`config.mk`:
```
export PLATFORM = sky130hd
export DESIGN_NAME = bmprle_ram
export DESIGN_NICKNAME = d
export VERILOG_FILES = /design/src/hw/rtl/bmprle_ram.sv
export SDC_FILE = /design/constraint.sdc
export NUM_CORES = 2
export LEC_CHECK = 0
export BUFFER_PORTS_ARGS = -buffer_cell sky130_fd_sc_hd__clkbuf_2
export CORE_ASPECT_RATIO = 1.25
export CORE_MARGIN = 5
export CORE_UTILIZATION = 30
export CTS_BUF_LIST = sky130_fd_sc_hd__clkbuf_8
export CTS_CLUSTER_DIAMETER = 50
export CTS_CLUSTER_SIZE = 40
export DETAILED_ROUTE_END_ITERATION = 10
export HOLD_SLACK_MARGIN = 0.1
export MAX_ROUTING_LAYER = met4
export PLACE_DENSITY = 0.48
export SLEW_MARGIN = 15
export SYNTH_ARGS = -nofsm -noshare
export SYNTH_HDL_FRONTEND = slang
export SYNTH_SLANG_ARGS = --single-unit
```
`constraint.sdc`:
```
create_clock -name clk_i -period 7.4 [get_ports clk_i]
set_input_delay 1.48 -clock clk_i [delete_from_list [all_inputs] [get_ports clk_i]]
set_output_delay 1.48 -clock clk_i [all_outputs]
set_load 0.03 [all_outputs]
```
`src/hw/rtl/bmprle_ram.sv`:
```
// ----------------------------------------------------------------------------
// bmprle_ram
// Generic simple dual-port RAM, one write and one registered read per cycle.
// ----------------------------------------------------------------------------
module bmprle_ram #(
  parameter int unsigned W  = 16,
  parameter int unsigned D  = 256,
  parameter int unsigned AW = $clog2(D)
) (
  input  logic          clk_i,
  input  logic          we_i,
  input  logic [AW-1:0] waddr_i,
  input  logic [W-1:0]  wdata_i,
  input  logic [AW-1:0] raddr_i,
  output logic [W-1:0]  rdata_o
);

  logic [W-1:0] mem_q [D];
  logic [W-1:0] rdata_q;

  always_ff @(posedge clk_i) begin
    if (we_i) begin
      mem_q[waddr_i] <= wdata_i;
    end
    rdata_q <= mem_q[raddr_i];
  end

  assign rdata_o = rdata_q;

endmodule

```
Word level (Yosys, flattened, before mapping)
Memories as Yosys holds them, arrays and structs flattened. A register that Yosys moved wholly into a read port is not among the register bits.
Cells that the tools add are included.
{"block": "op_classes", "mux": 2}
{"operator": "2-to-1 mux 1 bit", "n": 2}
{"block": "word_totals", "ram_bits": 4096, "n_memories": 1, "reg_bits": 0}
{"memory": "mem_q", "words": 256, "word_bits": 16, "read_ports": 1, "rd_clocked_by_memory_dff": 1, "write_ports": 1, "line": "18", "rtl": "logic [W-1:0] mem_q [D];"}

Logic depth before layout (Yosys ltp)
{"block": "logic_depth", "word_depth": 2, "depth_mapped": 12, "ltp_nobuf": 6}

Worst setup path after synthesis
Ideal clock, no wire load.
{"block": "synth_timing", "path_kind": "input port to flip-flop", "from": "input waddr_i[3]", "to": "memory mem_q[235][0], enable pin", "setup_slack_ps": 3755, "required_ps": 7012, "arrival_ps": 3257, "cell_stages": 6, "path_buffers": 3, "setup_ps": 388, "cell_sequence": "clkbuf_1 nor2b_1 clkbuf_1 nand4_1 clkbuf_1 nor2_1"}
{"element": "start, declared", "line": "12", "rtl": "input logic [AW-1:0] waddr_i,"}
{"element": "end, declared", "line": "18"}
No word-level cell before the write port.

==> run metrics <==
#FFs+latches synth about 4.1k; Setup WS pre-CTS 1.55 ns; # resized after CTS 0; Initial Util around 30%; Leak 54.7 nW; DR vias around 77k; cell row count 298; Net Count, Synth roughly 7.4k; fmax about 220 MHz; simple-gate area share of the yosys netlist 1.57%; hpwl dp between 200 and 300 mm; distinct cell type count after synthesis 52; Top Ports 50; hold_buf cts 0; synth top area cells edfxtp_1 77%, mux4_2 11%, mux2i_1 3.6%, o221ai_1 1.4%, nor2_1 0.72%; clock skew approximately 0.091 ns; hold depth 1; DRT Pass-1 Iters 5; Placeable Area around 0.53 mm^2; Setup TNS 0 ns; largest net degree at the start of global routing 161; switching pwr approximately 11 mW; maximum vdd ir drop ~0.14 mV; Clk pwr share a little over a third; Hold Path Class in -> reg; clk buf depth 4; H-tree levels 5; worst hold start wdata_i[15]; hold endpoint mem_q[4][15]; die area ~0.54 mm^2; vias in the first global route slightly below 80k; Logic pwr share 5.6%; WL final 467 mm; PortBufs between 40 and 50; layout cells sized above 1 about 27%; Die X between 600 and 700 um; Post-Synthesis Cells about 7.4k; RR Endpoint rdata_o[0]; Mapped Area around 0.16 mm^2; Period Utilization, post-route 62.2%; setup bufs post-CTS 0; status finished clean; Worst Setup End Kind flop; RSZ-0062 raised after global routing no; first-pass GRT wire length 649 mm; worst skew pair latency about 1.2 ns; global route overflow 0; largest family of logic cells by synthesized area multiplexers; Post-Synth Adder-Cell Area 0%; Layout area overhead 12.7%; GPL Wtd Cong about 0.8; CTS root buf clkbuf_8; Die Y just over 800 um; Sw Share approximately a quarter; post-synthesis compound-gate area fraction roughly 3.5%; Startpoint Class input pin; worst flop-to-flop path startpoint mem_q[130][0]; TritonCTS clock tree built; syn avg cell area roughly 22 um^2; max_cap viols 0; fin nets between 7k and 8k; PnR worst setup slack approximately 2.8 ns; Final Hold Fails 0; final instance area around 0.18 mm^2; Final ANT Viol Nets 0; vias per inst approximately 5; sequential share of the synthesized area 77.7%; antenna violations before repair 33; Worst Path Max Fanout between 50 and 60; DRC viols 0; mux share of post-synthesis cell area between 15 and 20%; Num Clock Sinks about 4.1k; dominant cell type by area after synthesis edfxtp_1; Worst Reg-to-Reg Cells 7; sequential cell fraction of total power 57.8%; Arrival @ worst endpoint approximately 5.7 ns; Synth Area in XOR/XNOR 0%; fin crit period 4.61 ns; Setup CP Type in -> reg; PwrDens about 250 mW/mm^2; wire per inst about 30 um; Area after DPL 0.169 mm^2; Util after Layout 33.9%; flop-to-flop setup slack approximately 4.2 ns; drt initial violations 7709; Tot GR Track Use roughly 17%; Ys Warns 0; Slew Limit Headroom between 10 and 15%; Power, Total approximately 44 mW; Num CTS Buffers 420; Yosys top cell area share between 70% and 80%; Worst EP required ~8.5 ns; final setup vio count 0; Power Internal roughly 34 mW; worst slew pin tran roughly 1.3 ns; clock transition at the registers of the reported paths around 0.1 ns; max-slew violation count 0
==> worst max-delay path, stage by stage <==
cell and delay, ns:
buf_8 0.40, buf_4 0.49, buf_4 0.71, mux4_2 0.42, mux4_2 0.51, a22o_1 0.39
o32ai_1 0.66, buf_4 0.29, nor4_1 0.07
==> power by group through the flow <==
stage          Sequential (mW)  Combinational [mW]  Clock [mW]
2_1_floorplan             26.2                1.27           0
3_3_place_gp              26.2                2.52           0
3_5_place_dp              26.2                2.55           0
4_1_cts                   25.7                2.55        16.7
5_1_grt                   25.7                2.62        17.7
6_report                  25.7                2.50        16.3
==> cells in the mapped netlist, drive strengths merged <==
cell type,count
or2,5
a31oi,6
dfxtp,16
nor2b,9
nand2b,3
a21o,2
and2,2
mux2,88
nand4b,3
o22ai,148
nor3,92
nor4,18
o221ai,253
mux4,797
a2111oi,6
nor4bb,2
nand2,38
nand3b,1
nor2,304
nor3b,1
nand4,26
buf,222
a22o,32
mux2i,565
o21ai,38
or4b,1
or3,2
edfxtp,4096
a21oi,175
a211oi,18
inv,4
a22oi,43
or3b,1
and4,2
clkbuf,230
o31ai,16
o32ai,21
nand3,35
and3,11
a221oi,28
==> logic make-up after synthesis <==
logic type             count (synthesis)
AOI/OAI and AO/OA                    786
and+or+nand+nor                      556
DFF                                 4112
muxes                               1450
buffers and inverters                456
==> how the worst max path moves through the flow <==
stage	startpoint	end	slack [ns]
2_1_floorplan	waddr_i[3]	mem_q[235][0]	3.76
3_3_place_gp	raddr_i[1]	rdata_o[7]	1.56
3_5_place_dp	raddr_i[1]	rdata_o[7]	1.55
4_1_cts	raddr_i[1]	rdata_o[7]	2.94
5_1_grt	raddr_i[1]	rdata_o[7]	2.81
6_report	raddr_i[1]	rdata_o[7]	2.79
==> through the flow <==
| stage | cells | hold slack (ns) |
|---|---|---|
| finish | 15200 | 0.669 |
| global route | 15200 | 0.592 |
| CTS | 15200 | 0.534 |
| detailed placement | 14400 | 1.05 |
| global placement | 14400 | 1.08 |
| floorplan | 7360 | 0.854 |
==> final cells by class <==
class	instances	area (um^2)
Inverter	4	27.5
Clock buffer	425	5850
Antenna cell	18	45.0
Sequential cell	4112	123000
Fill cell	49600	348000
Tap cell	7050	8820
Clock inverter	353	3710
Timing Repair Buffer	419	3700
Multi-Input combinational cell	2792	33300
==> layout by cell type, fill, tap and decap left out, types with 125 or more instances in the layout <==
cell	count
edfxtp_1	4096
mux2i_1	565
nor2_1	157
clkbuf_8	426
o221ai_1	252
a21oi_1	175
nor2_2	125
mux4_2	797
o22ai_1	148
buf_4	333
==> sequential cells by signal (all words and copies together) (netlist names) <==
name,cells
mem_q,4096
rdata_o,16
==> layer usage <==
metal  up-vias  part of all wire (%)  GRT usage (%)
li1      32100                     -              -
met1     42300                    41           22.0
met2      2336                    51           29.0
met3       587                   5.2           2.26
met4         0                   3.3           4.85
met5         -                     0              -
Note: power is estimated with default switching activity, not from simulation.
